## config.mk

```make
export PLATFORM = sky130hd
export DESIGN_NAME = sccb_bit_master_top
export DESIGN_NICKNAME = d
export VERILOG_FILES = /design/src/sccbm_pkg.sv /design/src/sccbm_core.sv /design/src/sccb_bit_master_top.sv
export VERILOG_INCLUDE_DIRS = /design/src /design/src/src
export SDC_FILE = /design/constraint.sdc
export NUM_CORES = 1
export LEC_CHECK = 0
export BUFFER_PORTS_ARGS = -buffer_cell sky130_fd_sc_hd__clkbuf_2
export CORE_ASPECT_RATIO = 0.7
export CORE_MARGIN = 2
export CORE_UTILIZATION = 24
export DETAILED_ROUTE_END_ITERATION = 10
export GPL_TIMING_DRIVEN = 0
export PLACE_DENSITY = 0.46
export SKIP_CTS_REPAIR_TIMING = 1
export SYNTH_ARGS = -nofsm -noshare
export SYNTH_HDL_FRONTEND = slang
export SYNTH_SLANG_ARGS = --single-unit
```

## constraint.sdc

```tcl
create_clock -name clk -period 6 [get_ports clk]
set_clock_uncertainty 0.05 [all_clocks]
set_input_delay 0.3 -clock clk [delete_from_list [all_inputs] [get_ports clk]]
set_output_delay 0.3 -clock clk [all_outputs]
set_load 0.05 [all_outputs]
```

## src/assert_macros.svh

```systemverilog
// Assertion macros shared by the RTL; they compile to nothing under synthesis.
`ifndef ASSERT_MACROS_SVH
`define ASSERT_MACROS_SVH
`ifndef SYNTHESIS
// Clocked property, switched off while reset is held.
`define SBM_ASSERT(lbl, clk, rst_n, prop, msg) \
  lbl: assert property (@(posedge clk) disable iff (!rst_n) (prop)) else $error(msg);
// Clocked property that also holds during reset.
`define SBM_ASSERT_ALWAYS(lbl, clk, prop, msg) \
  lbl: assert property (@(posedge clk) (prop)) else $error(msg);
`else
`define SBM_ASSERT(lbl, clk, rst_n, prop, msg)
`define SBM_ASSERT_ALWAYS(lbl, clk, prop, msg)
`endif
`endif

```

## src/sccbm_pkg.sv

```systemverilog
// Types, constants and phase functions of the SCCB bit master.
`timescale 1ns / 1ps
package sccbm_pkg;

  localparam int BYTE_BITS = 8;
  localparam int BIT_W = 4;
  localparam int TICK_W = 16;
  localparam logic [TICK_W-1:0] PHASE_TICKS_RESET = 16'd100;

  // Bit index at which the data bits end and the acknowledge phases begin.
  localparam logic [BIT_W-1:0] BIT_DATA_END = BIT_W'(BYTE_BITS);
  localparam logic [BIT_W-1:0] BIT_WRITE_TAIL = BIT_W'(BYTE_BITS + 1);

  // Sub-phase codes within one three-phase bit slot.
  localparam logic [1:0] SUB_FIRST = 2'd0;
  localparam logic [1:0] SUB_SECOND = 2'd1;
  localparam logic [1:0] SUB_THIRD = 2'd2;

  typedef enum logic [2:0] {
    OP_IDLE  = 3'd0,
    OP_START = 3'd1,
    OP_STOP  = 3'd2,
    OP_WRITE = 3'd3,
    OP_READ  = 3'd4,
    OP_NOACK = 3'd5
  } op_t;

  typedef struct packed {
    logic scl;
    logic sda;
    logic drive;
  } line_t;

  typedef struct packed {
    logic                 scl_level;
    logic                 sda_level;
    logic                 sda_drive;
    logic                 busy;
    logic                 done;
    logic                 ack_ok;
    logic [BYTE_BITS-1:0] read_data;
  } result_t;

  // Line changes made at the start of a phase, given as bit slot and sub-phase.
  function automatic line_t apply_phase(op_t op, logic [BIT_W-1:0] bit_idx,
                                        logic [1:0] sub, logic [BYTE_BITS-1:0] shift,
                                        line_t cur);
    line_t ln;
    ln = cur;
    case (op)
      OP_START: begin
        if (bit_idx != '0) begin
          ln.scl = 1'b0;
        end else if (sub == SUB_FIRST) begin
          ln.drive = 1'b1;
          ln.sda = 1'b1;
        end else if (sub == SUB_SECOND) begin
          ln.scl = 1'b1;
        end else begin
          ln.sda = 1'b0;
        end
      end
      OP_STOP: begin
        if (sub == SUB_FIRST) begin
          ln.drive = 1'b1;
          ln.sda = 1'b0;
        end else if (sub == SUB_SECOND) begin
          ln.scl = 1'b1;
        end else begin
          ln.sda = 1'b1;
        end
      end
      OP_NOACK: begin
        if (bit_idx != '0) begin
          ln.sda = 1'b0;
        end else if (sub == SUB_FIRST) begin
          ln.drive = 1'b1;
          ln.sda = 1'b1;
        end else if (sub == SUB_SECOND) begin
          ln.scl = 1'b1;
        end else begin
          ln.scl = 1'b0;
        end
      end
      OP_WRITE: begin
        if (bit_idx < BIT_DATA_END) begin
          if (sub == SUB_FIRST) begin
            ln.drive = 1'b1;
            ln.sda = shift[~bit_idx[2:0]];
          end else if (sub == SUB_SECOND) begin
            ln.scl = 1'b1;
          end else begin
            ln.scl = 1'b0;
          end
        end else if (bit_idx == BIT_DATA_END) begin
          // Release the line, then raise the clock for the acknowledge.
          if (sub == SUB_FIRST) begin
            ln.drive = 1'b0;
            ln.sda = 1'b1;
          end else if (sub == SUB_SECOND) begin
            ln.scl = 1'b1;
          end
        end else if (sub == SUB_FIRST) begin
          ln.scl = 1'b0;
        end
      end
      OP_READ: begin
        if (sub == SUB_FIRST) begin
          if (bit_idx == '0) begin
            ln.drive = 1'b0;
            ln.sda = 1'b1;
          end
          ln.scl = 1'b1;
        end else if (sub == SUB_THIRD) begin
          ln.scl = 1'b0;
        end
      end
      default: begin
        ln = cur;
      end
    endcase
    return ln;
  endfunction

  // True for the phase whose last tick samples the data line.
  function automatic logic phase_samples(op_t op, logic [BIT_W-1:0] bit_idx,
                                         logic [1:0] sub);
    logic s;
    case (op)
      OP_WRITE: s = (bit_idx == BIT_DATA_END) && (sub == SUB_SECOND);
      OP_READ:  s = (sub == SUB_FIRST);
      default:  s = 1'b0;
    endcase
    return s;
  endfunction

  // True once the phase position has moved past the last phase of the sequence.
  function automatic logic phase_over(op_t op, logic [BIT_W-1:0] bit_idx,
                                      logic [1:0] sub);
    logic e;
    case (op)
      OP_START, OP_NOACK: e = (bit_idx == BIT_W'(1)) && (sub == SUB_SECOND);
      OP_STOP:  e = (bit_idx == BIT_W'(1)) && (sub == SUB_FIRST);
      OP_WRITE: e = (bit_idx == BIT_WRITE_TAIL) && (sub == SUB_SECOND);
      OP_READ:  e = (bit_idx == BIT_DATA_END) && (sub == SUB_FIRST);
      default:  e = 1'b1;
    endcase
    return e;
  endfunction

endpackage

```

## src/sccbm_core.sv

```systemverilog
// Bus sequencer state and the per-tick update of the SCCB bit master.
`timescale 1ns / 1ps
`include "assert_macros.svh"
module sccbm_core (
  input  logic                              clk,
  input  logic                              rst_n,
  input  logic                              step_en,
  input  logic [2:0]                        cmd,
  input  logic [sccbm_pkg::BYTE_BITS-1:0]   wdat,
  input  logic                              sda,
  input  logic [sccbm_pkg::TICK_W-1:0]      phase_ticks,
  output sccbm_pkg::result_t                res
);

  sccbm_pkg::op_t                        op_r, op_nxt;
  logic [sccbm_pkg::BIT_W-1:0]           bit_r, bit_nxt;
  logic [1:0]                            sub_r, sub_nxt;
  logic [sccbm_pkg::TICK_W-1:0]          tick_r, tick_nxt, tick_inc;
  logic [sccbm_pkg::BYTE_BITS-1:0]       shift_r, shift_nxt;
  logic [sccbm_pkg::BYTE_BITS-1:0]       rd_r, rd_nxt;
  sccbm_pkg::line_t                      line_r, line_nxt;
  logic                                  ack_r, ack_nxt;
  logic                                  done_nxt;

  // One tick: take a command while idle, then count the tick and step the phase.
  always_comb begin
    op_nxt = op_r;
    bit_nxt = bit_r;
    sub_nxt = sub_r;
    tick_nxt = tick_r;
    shift_nxt = shift_r;
    rd_nxt = rd_r;
    line_nxt = line_r;
    ack_nxt = ack_r;
    done_nxt = 1'b0;
    tick_inc = '0;
    if ((op_r == sccbm_pkg::OP_IDLE) && (cmd >= sccbm_pkg::OP_START) &&
        (cmd <= sccbm_pkg::OP_NOACK)) begin
      op_nxt = sccbm_pkg::op_t'(cmd);
      bit_nxt = '0;
      sub_nxt = sccbm_pkg::SUB_FIRST;
      tick_nxt = '0;
      if (op_nxt == sccbm_pkg::OP_WRITE) begin
        shift_nxt = wdat;
      end else if (op_nxt == sccbm_pkg::OP_READ) begin
        shift_nxt = '0;
      end
      line_nxt = sccbm_pkg::apply_phase(op_nxt, bit_nxt, sub_nxt, shift_nxt, line_nxt);
    end
    if (op_nxt != sccbm_pkg::OP_IDLE) begin
      tick_inc = tick_nxt + sccbm_pkg::TICK_W'(1);
      if ((tick_inc >= phase_ticks) || (tick_inc == '0)) begin
        if (sccbm_pkg::phase_samples(op_nxt, bit_nxt, sub_nxt)) begin
          if (op_nxt == sccbm_pkg::OP_WRITE) begin
            ack_nxt = ~sda;
          end else begin
            shift_nxt = {shift_nxt[sccbm_pkg::BYTE_BITS-2:0], sda};
          end
        end
        if (sub_nxt == sccbm_pkg::SUB_THIRD) begin
          sub_nxt = sccbm_pkg::SUB_FIRST;
          bit_nxt = bit_nxt + sccbm_pkg::BIT_W'(1);
        end else begin
          sub_nxt = sub_nxt + 2'd1;
        end
        tick_nxt = '0;
        if (sccbm_pkg::phase_over(op_nxt, bit_nxt, sub_nxt)) begin
          // Byte transfers finish with the master driving the data line low.
          if ((op_nxt == sccbm_pkg::OP_WRITE) || (op_nxt == sccbm_pkg::OP_READ)) begin
            line_nxt.drive = 1'b1;
            line_nxt.sda = 1'b0;
          end
          if (op_nxt == sccbm_pkg::OP_READ) begin
            rd_nxt = shift_nxt;
          end
          op_nxt = sccbm_pkg::OP_IDLE;
          bit_nxt = '0;
          sub_nxt = sccbm_pkg::SUB_FIRST;
          done_nxt = 1'b1;
        end else begin
          line_nxt = sccbm_pkg::apply_phase(op_nxt, bit_nxt, sub_nxt, shift_nxt,
                                            line_nxt);
        end
      end else begin
        tick_nxt = tick_inc;
      end
    end
  end

  // Result of this tick, taken from the updated state.
  always_comb begin
    res.scl_level = line_nxt.scl;
    res.sda_level = line_nxt.sda;
    res.sda_drive = line_nxt.drive;
    res.busy = (op_nxt != sccbm_pkg::OP_IDLE);
    res.done = done_nxt;
    res.ack_ok = ack_nxt;
    res.read_data = rd_nxt;
  end

  // State registers advance once per beat.
  always_ff @(posedge clk) begin
    if (!rst_n) begin
      op_r <= sccbm_pkg::OP_IDLE;
      bit_r <= '0;
      sub_r <= sccbm_pkg::SUB_FIRST;
      tick_r <= '0;
      shift_r <= '0;
      rd_r <= '0;
      line_r <= '{scl: 1'b1, sda: 1'b1, drive: 1'b1};
      ack_r <= 1'b0;
    end else if (step_en) begin
      op_r <= op_nxt;
      bit_r <= bit_nxt;
      sub_r <= sub_nxt;
      tick_r <= tick_nxt;
      shift_r <= shift_nxt;
      rd_r <= rd_nxt;
      line_r <= line_nxt;
      ack_r <= ack_nxt;
    end
  end

  // An idle sequencer has a cleared phase position and tick count.
  `SBM_ASSERT(a_idle_clear, clk, rst_n, (op_r == sccbm_pkg::OP_IDLE) |-> ((tick_r == '0) && (bit_r == '0) && (sub_r == sccbm_pkg::SUB_FIRST)), "idle with live phase state")
  // The sub-phase counter never reaches its unused code.
  `SBM_ASSERT(a_sub_range, clk, rst_n, (sub_r != 2'd3), "sub-phase out of range")
  // A valid command seen while idle always starts a sequence.
  `SBM_ASSERT(a_cmd_starts, clk, rst_n, (step_en && (op_r == sccbm_pkg::OP_IDLE) && (cmd >= sccbm_pkg::OP_START) && (cmd <= sccbm_pkg::OP_NOACK)) |-> (res.busy || res.done), "command not taken")
  // Without a beat the sequencer state holds.
  `SBM_ASSERT(a_hold, clk, rst_n, !step_en |=> ($stable(op_r) && $stable(tick_r) && $stable(line_r)), "state moved without a beat")

endmodule

```

## src/sccb_bit_master_top.sv

```systemverilog
// Top level of the SCCB bit master: handshakes, configuration and pipeline registers.
`timescale 1ns / 1ps
// An accepted input beat passes the input register, then the sequencer update
// into the result register, before its result beat appears.
// Throughput: one beat per cycle while the result side takes every beat; the
// sequencer state update is a single pass between the two registers.
// Reset (rst_n, synchronous): sequencer idle, lines high and driven, ack and
// read byte cleared, phase_ticks back to 100, both pipeline stages empty.
module sccb_bit_master_top (
  input  logic                              clk,
  input  logic                              rst_n,
  input  logic                              cfg_we,
  input  logic [sccbm_pkg::TICK_W-1:0]      cfg_wdata,
  input  logic                              in_valid,
  output logic                              in_ready,
  input  logic [2:0]                        in_command,
  input  logic [sccbm_pkg::BYTE_BITS-1:0]   in_write_data,
  input  logic                              in_sda_in,
  output logic                              out_valid,
  input  logic                              out_ready,
  output logic                              out_scl_level,
  output logic                              out_sda_level,
  output logic                              out_sda_drive,
  output logic                              out_busy_res,
  output logic                              out_done_res,
  output logic                              out_ack_ok,
  output logic [sccbm_pkg::BYTE_BITS-1:0]   out_read_data
);

  logic [sccbm_pkg::TICK_W-1:0]          phase_ticks_r;
  logic                                  s1_valid_r;
  logic [2:0]                            s1_cmd_r;
  logic [sccbm_pkg::BYTE_BITS-1:0]       s1_wdat_r;
  logic                                  s1_sda_r;
  logic                                  out_valid_r;
  sccbm_pkg::result_t                    out_res_r;
  sccbm_pkg::result_t                    step_res;
  logic                                  s2_ready;
  logic                                  step_en;

  // Pipeline flow control.
  assign s2_ready = !out_valid_r || out_ready;
  assign step_en = s1_valid_r && s2_ready;
  assign in_ready = !s1_valid_r || s2_ready;

  // Configuration register.
  always_ff @(posedge clk) begin
    if (!rst_n) begin
      phase_ticks_r <= sccbm_pkg::PHASE_TICKS_RESET;
    end else if (cfg_we) begin
      phase_ticks_r <= cfg_wdata;
    end
  end

  // Input register stage.
  always_ff @(posedge clk) begin
    if (!rst_n) begin
      s1_valid_r <= 1'b0;
    end else if (in_ready) begin
      s1_valid_r <= in_valid;
    end
  end

  always_ff @(posedge clk) begin
    if (in_valid && in_ready) begin
      s1_cmd_r <= in_command;
      s1_wdat_r <= in_write_data;
      s1_sda_r <= in_sda_in;
    end
  end

  sccbm_core u_core (
    .clk         (clk),
    .rst_n       (rst_n),
    .step_en     (step_en),
    .cmd         (s1_cmd_r),
    .wdat        (s1_wdat_r),
    .sda         (s1_sda_r),
    .phase_ticks (phase_ticks_r),
    .res         (step_res)
  );

  // Result register stage.
  always_ff @(posedge clk) begin
    if (!rst_n) begin
      out_valid_r <= 1'b0;
    end else if (step_en) begin
      out_valid_r <= 1'b1;
    end else if (out_ready) begin
      out_valid_r <= 1'b0;
    end
  end

  always_ff @(posedge clk) begin
    if (step_en) begin
      out_res_r <= step_res;
    end
  end

  assign out_valid = out_valid_r;
  assign out_scl_level = out_res_r.scl_level;
  assign out_sda_level = out_res_r.sda_level;
  assign out_sda_drive = out_res_r.sda_drive;
  assign out_busy_res = out_res_r.busy;
  assign out_done_res = out_res_r.done;
  assign out_ack_ok = out_res_r.ack_ok;
  assign out_read_data = out_res_r.read_data;

endmodule
```

==> impl_metrics.csv, run 1 <==
group,metric,value,unit
outcome,run_status,"finished, final reports clean",
floorplan,rows,46,
clock_network,cts_buffers,9,
routing,first_pass_iters,5,
clock_network,cts.clk_slew.worst_paths,0.07,ns
yosys,yosys-top-cells-count,"64 x nand2_1, 63 x dfxtp_1, 42 x nand3_1",
yosys,synth_top_area_share,22.80,%
floorplan,fp.dieH,131.0,um
setup_path,r2r-end,"out_read_data[0]",
power,irDropWorstVdd,0.1197,mV
power,p_sw_share,28.78,%
power,power.switching,414.5,uW
setup_path,ff2ff_path_depth,19,
clock_network,htreeDepth,3,
setup_path,crit_path_end_kind,"flip-flop",
setup_path,startpoint,"s1_cmd_r[2]",
clock_network,cts_sinks,89,
timing,fmax,177.3,MHz
timing,setup_violations,0,
finish,final_util,28.63,%
setup_path,crit_arrival,5.70,ns
yosys,netlist_area,5532,um^2
timing,rsz0062_at_grt,"false",
routing,wl_per_cell,16.77,um
setup_path,path_cells,"or3_1, nand2_1, clkbuf_2, and2_1, ha_1, clkbuf_1, nand3_1, nor3_1, nand3_1, xor2_1, nor2_1, ha_1, nand4_1, nor3_1, a31oi_4, and2_4, buf_6, nor3_4, mux2_2",
finish,final_cell_area,6475,um^2
yosys,ys.flop_type,"dfxtp_1",
yosys,synth_cell_types,67,
power,power_density,222.4,nW/um^2
setup_path,crit_end,"out_read_data[0]",
yosys,yosys.area.top_type,"dfxtp_1",
finish,diodes,0,
setup_path,startpoint_type,"flip-flop",
routing,routed_wl,17070,um
power,p_int,1026,uW
timing,drv_slew,0,
yosys,synthCells,644,
clock_network,cts_tree,"done",
finish,fin_nets,753,
routing,vias,5000,
timing,fin_crit_sh,94.00,%
timing,post-route-min-period,5.640,ns
power,pwr-share-seq,45.1,%
timing,worst_slew_pin_slew,1.165,ns
yosys,synth_nets,696,
routing,drc,0,
yosys,syn_avg_cell_area,8.589,um^2
power,p_leak,0.002426,uW
routing,vias_per_cell,4.912,
grt,grt-ovfl-total,0,
setup_path,crit_path_top_delay_cell,"edfxtp_1",
placement,dpl-instance-area,6157,um^2
finish,final_cells,1018,
min_path,hold_class,"in2reg",
power,pwr-share-comb,13.5,%
yosys,synth.most_common_cell,"nand2_1",
yosys,netlist_top_cells_area,"dfxtp_1 23%, edfxtp_1 14%, mux2i_1 5.4%",
job,cap_viol_max_count,0,
setup_path,critPathTopFamily,"simple AND/OR/NAND/NOR gates",
clock_network,clkLatencyLatePin,0.35,ns
placement,place_inst,1003,
yosys,seq_area_frac_synth,36.91,%
grt,grt_pass1_wl,26780,um
floorplan,initial_utilization,24.46,%
clock_network,ctsLongestPathBuffers,2,
grt,antenna_found_initial,0,
setup_path,cp_max_fo,11,
power,p_clk_share,41.4,%
setup_path,rr_startpoint,"s1_cmd_r[2]",
finish,drive_above_1_share,13.46,%
floorplan,core_area,22620,um^2
setup_path,r2r_slack,0.36,ns
finish,syn2layout_area_growth,17.05,%
yosys,synth_edf_count,26,
floorplan,io_pins,49,
setup_path,critPathMaxStageDelay,0.47,ns
floorplan,die_x,185.5,um
grt,grt_pass1_vias,4561,
placement,hpwl,12790,um
yosys,async_reset_ff_share,0,%
grt,grt.total_usage,14.58,%
setup_path,required,6.06,ns
placement,gp_congestion,0.9248,
setup_path,cp_num_buf_inv,3,
grt,grt_max_degree,23,
routing,drt_iter0_drc,565,
routing,final_antenna_net_count,0,
setup_path,critical_path_class,"reg2reg",
placement,io_buffers,47,
timing,max_slew_margin,22.16,%
clock_network,root_buffer,"clkbuf_16",
floorplan,fp.dieArea,24300,um^2
timing,hold_violations,0,
yosys,yosys_warnings,0,
yosys,ys_ff_latch,89,
setup_path,cp.depth,19,
## cells in the final DEF, fill, tap and decap left out, types with 8 or more instances in the layout
cell and instances:
xnor2_1 10, a21o_1 8, a31oi_1 10, o21ai_0 30, a21oi_1 26, nand2_1 64, mux2i_1 30, nor2_1 40
dfxtp_1 63, ha_1 19, clkbuf_2 49, edfxtp_1 26, clkbuf_1 36, inv_1 23, mux2_2 13, nor2b_1 22
nor3_1 12, nand2b_1 12, or3_1 8, nand3_1 42, clkbuf_16 9, a21boi_0 17
## cell type report
cell class                 count  area [um^2]
buffer                        43        178.9
clock buffer                   9        225.2
clock inverter                 7        77.57
fill                        2430        16140
inverter                      24        90.09
multi-input combinational    487         3236
sequential                    89         2042
tap                          312        390.4
timing repair buffer          47        235.2
## routing by layer
| metal | vias up | part of all wire [%] | GRT usage (%) |
|---|---|---|---|
| li1 | 2474 | - | - |
| met1 | 2339 | 56 | 24.05 |
| met2 | 170 | 36 | 18.22 |
| met3 | 17 | 6.3 | 2.550 |
| met4 | 0 | 1.2 | 4.435 |
| met5 | - | 0 | 0 |
## worst min path at each step
| stage | endpoint | depth (start not counted) | slack (ns) | from |
|---|---|---|---|---|
| floorplan | s1_cmd_r[0] | 0 | 0.35 | in_command[0] |
| global placement | u_core.rd_r[6] | 2 | 0.39 | u_core.rd_r[6] |
| detailed placement | u_core.rd_r[6] | 2 | 0.40 | u_core.rd_r[6] |
| CTS | s1_cmd_r[1] | 1 | 0.05 | in_command[1] |
| global route | s1_cmd_r[2] | 1 | 0.05 | in_command[2] |
| finish | s1_wdat_r[3] | 1 | 0.07 | in_write_data[3] |
## power groups by stage
stage / Combinational, uW / Sequential [uW] / Clock, uW
final: 195 / 649 / 596
after global routing: 214 / 651 / 640
after global placement: 193 / 663 / 0
after detailed placement: 192 / 663 / 0
after floorplan: 116 / 671 / 0
after CTS: 193 / 649 / 617
## cell families after synthesis
kind of cell	Yosys count	share of synthesized area, %
muxes	43	8.075
adders and majority gates	19	4.298
buffers and inverters	68	4.886
and+or+nand+nor	248	23.14
DFF	89	36.91
xor gates and xnor gates	17	2.692
AOI/OAI and AO/OA	160	20.00
## registers in the layout, indices dropped and copies added, names as in the netlist, 2 cells and up
signal,cells
s1_wdat_r,8
u_core.sub_r,2
u_core.shift_r,8
u_core.rd_r,8
out_read_data,8
u_core.tick_r,16
s1_cmd_r,3
u_core.line_r,3
u_core.op_r,3
u_core.bit_r,4
phase_ticks_r,16
## stage by stage
stage,total power (uW),hold WS (ns),TNS (ns),worst slack (ns)
3_5_place_dp,854.8,0.3999,-2.451,-0.2378
2_1_floorplan,787.0,0.3489,0,1.205
3_3_place_gp,856.3,0.3939,-5.062,-0.3648
5_1_grt,1506,0.05462,0,0.03099
4_1_cts,1459,0.05265,-3.360,-0.2792
6_report,1440,0.06808,0,0.3598
## worst reg2reg max path: cells and delay by family (launching register included)
family | cells | cell delay [ns]
compound gates | 1 | 0.21
buf+inv | 3 | 0.79
mux | 1 | 0.40
xor+xnor | 1 | 0.16
simple gates | 11 | 2.87
flops | 1 | 0.47
fa+ha+maj | 2 | 0.47
No activity file was read; power rests on OpenSTA's default activity.
==> run 2, diff against run 1 <==
--- a/config.mk
+++ b/config.mk
@@ -6,6 +6,7 @@
 export SDC_FILE = /design/constraint.sdc
 export NUM_CORES = 1
 export LEC_CHECK = 0
+export ABC_AREA = 1
 export BUFFER_PORTS_ARGS = -buffer_cell sky130_fd_sc_hd__clkbuf_2
 export CORE_ASPECT_RATIO = 0.7
 export CORE_MARGIN = 2
==> constraint.sdc (replaced) <==
create_clock -name clk -period 6 [get_ports clk]
set_clock_uncertainty 0.05 [all_clocks]
set_input_delay 1.2 -clock clk [delete_from_list [all_inputs] [get_ports clk]]
set_output_delay 1.2 -clock clk [all_outputs]
set_load 0.05 [all_outputs]
==> impl_metrics.csv, run 2 <==
group,metric,value,unit
timing,post-route-min-period,4.869,ns
yosys,syn_avg_cell_area,6.637,um^2
finish,syn2layout_area_growth,15.92,%
placement,gp_congestion,0.9144,
clock_network,clkLatencyLatePin,0.36,ns
yosys,synth_cell_types,41,
clock_network,cts.clk_slew.worst_paths,0.07,ns
clock_network,ctsLongestPathBuffers,2,
floorplan,fp.dieH,134.1,um
clock_network,root_buffer,"clkbuf_16",
clock_network,cts_sinks,89,
setup_path,startpoint_type,"flip-flop",
yosys,synth_nets,926,
timing,drv_slew,0,
timing,final.setup.worst_slack,1.131,ns
floorplan,io_pins,49,
floorplan,fp.dieArea,25450,um^2
finish,final_util,28.37,%
finish,top_regs,"phase_ticks_r: 16 flops, u_core.tick_r: 16 flops",
outcome,run_status,"finished, final reports clean",
yosys,netlist_area,5801,um^2
job,cap_viol_max_count,0,
finish,drive_above_1_share,12.47,%
power,irDropWorstVdd,0.1257,mV
power,p_leak,0.003034,uW
grt,grt_pass1_vias,5109,
timing,fin_crit_sh,81.14,%
yosys,netlist_top_cells_area,"dfxtp_1 22%, nand2_1 17%, edfxtp_1 13%",
yosys,yosys_warnings,0,
setup_path,critical_path_class,"reg2reg",
finish,final_common_cell,"nand2_1",
finish,diodes,0,
routing,final_antenna_net_count,0,
setup_path,crit_path_end_kind,"flip-flop",
yosys,synthCells,874,
grt,antenna_found_initial,0,
yosys,async_reset_ff_share,0,%
timing,hold_violations,0,
min_path,hold_class,"reg2reg",
yosys,synth.most_common_cell,"nand2_1",
placement,io_buffers,48,
clock_network,cts_buffers,9,
finish,final_cell_mix,"257 x nand2_1, 115 x inv_1, 70 x nand3_1",
routing,drc,0,
grt,grt.total_usage,14.86,%
timing,setup_violations,0,
routing,drt_iter0_drc,424,
routing,vias_per_cell,4.552,
timing,max_slew_margin,37.00,%
finish,fillers,2631,
clock_network,cts_tree,"done",
floorplan,core_area,23700,um^2
routing,first_pass_iters,5,
routing,routed_wl,18050,um
yosys,yosys.area.top_type,"dfxtp_1",
routing,wl_per_cell,14.37,um
setup_path,cp_max_fo,10,
floorplan,rows,47,
floorplan,initial_utilization,24.48,%
grt,grt_max_degree,24,
setup_path,required,6.23,ns
placement,preCtsSetupSlack,1.172,ns
yosys,synth_edf_count,26,
yosys,ys_ff_latch,89,
timing,rsz0062_at_grt,"false",
finish,fin_nets,985,
routing,vias,5717,
grt,grt_pass1_wl,29280,um
yosys,seq_area_frac_synth,35.20,%
yosys,yosys-top-cells-count,"257 x nand2_1, 115 x inv_1, 70 x nand3_1",
placement,hpwl,14130,um
floorplan,die_x,189.8,um
timing,fmax,205.4,MHz
timing,worst_slew_pin_slew,0.9415,ns
timing,tns,0,ns
yosys,synth_top_area_share,21.74,%
yosys,ys.flop_type,"dfxtp_1",
power,power_density,245.1,nW/um^2
setup_path,crit_arrival,5.10,ns
grt,grt-ovfl-total,0,
clock_network,htreeDepth,3,
run 2: changes by cell type in the layout (fill, tap and decap cells not counted), sizes merged, moves of 12 or more:
cell and delta:
nand2 +202, inv +104, o21ai +50, nor2 +39
nand3 +31, mux2i -30, a21oi +25, nor2b -22
clkbuf -19, a21boi -17, mux2 -13, nand2b -12
run 2: path summary, 6_finish.rpt:
check / slack (ns) / from / end / cells past startpoint
max: 1.13 / s1_cmd_r[2] / u_core.tick_r[8] / 23
max reg2reg: 1.13 / s1_cmd_r[2] / u_core.tick_r[8] / 23
min: 0.42 / u_core.shift_r[0] / u_core.shift_r[0] / 2
min reg2reg: 0.42 / u_core.shift_r[0] / u_core.shift_r[0] / 2
run 2: cell type report:
type                       count  area (um^2)  area share, %
buffer                        30        161.4          2.400
clock buffer                   9        225.2          3.349
clock inverter                 7        58.81         0.8746
inverter                     125        469.2          6.978
multi-input combinational    630         3129          46.54
sequential                    89         2042          30.37
tap                          318        397.9          5.917
timing repair buffer          48        240.2          3.573
run 2: worst max-delay path: stages, from the launching register on:
cell and delay, ns:
edfxtp_1 0.51, inv_2 0.10, nand3_1 0.07, nand3_1 0.22
buf_2 0.30, nand2_1 0.10, inv_1 0.12, ha_1 0.25
nand3_1 0.17, nor2_2 0.21, nand2_1 0.15, xor2_1 0.19
inv_1 0.12, ha_1 0.19, a21oi_1 0.13, nor2_1 0.05
a211oi_1 0.24, o2111ai_1 0.14, a31oi_1 0.53, nand2_4 0.25
nor2_4 0.23, buf_4 0.23, nand2_1 0.07, a31oi_1 0.12
run 2: logic make-up after synthesis:
family	count (synthesis)	synth area share, %
AO/OA/AOI/OAI	162	14.99
flip-flops	89	35.20
buffers and inverters	155	10.85
adder cells (fa/ha/maj)	19	4.098
AND/OR/NAND/NOR	442	33.80
XOR/XNOR	7	1.057
run 2: layer usage:
layer / vias up / GRT usage [%] / share of wire [%]
met2: 165 / 18.46 / 37
met3: 8 / 2.800 / 6.0
met5: - / 0 / 0
li1: 2953 / - / -
met4: 0 / 3.531 / 0.88
met1: 2591 / 24.93 / 56
run 2: power breakdown:
part / total [uW] / internal (uW) / switching (uW)
clock: 562 / 289 / 273
sequential: 681 / 660 / 21.2
combinational: 405 / 118 / 288
total: 1650 / 1070 / 582
run 2: metrics by stage:
stage	hold slack [ns]	cells	power (uW)	instance area, um^2
2_1_floorplan	0.3853	874	977.5	5801
3_3_place_gp	0.4005	1240	1101	6439
3_5_place_dp	0.4100	1240	1100	6440
4_1_cts	0.4199	1256	1667	6724
5_1_grt	0.4379	1256	1751	6724
6_report	0.4186	1256	1648	6724
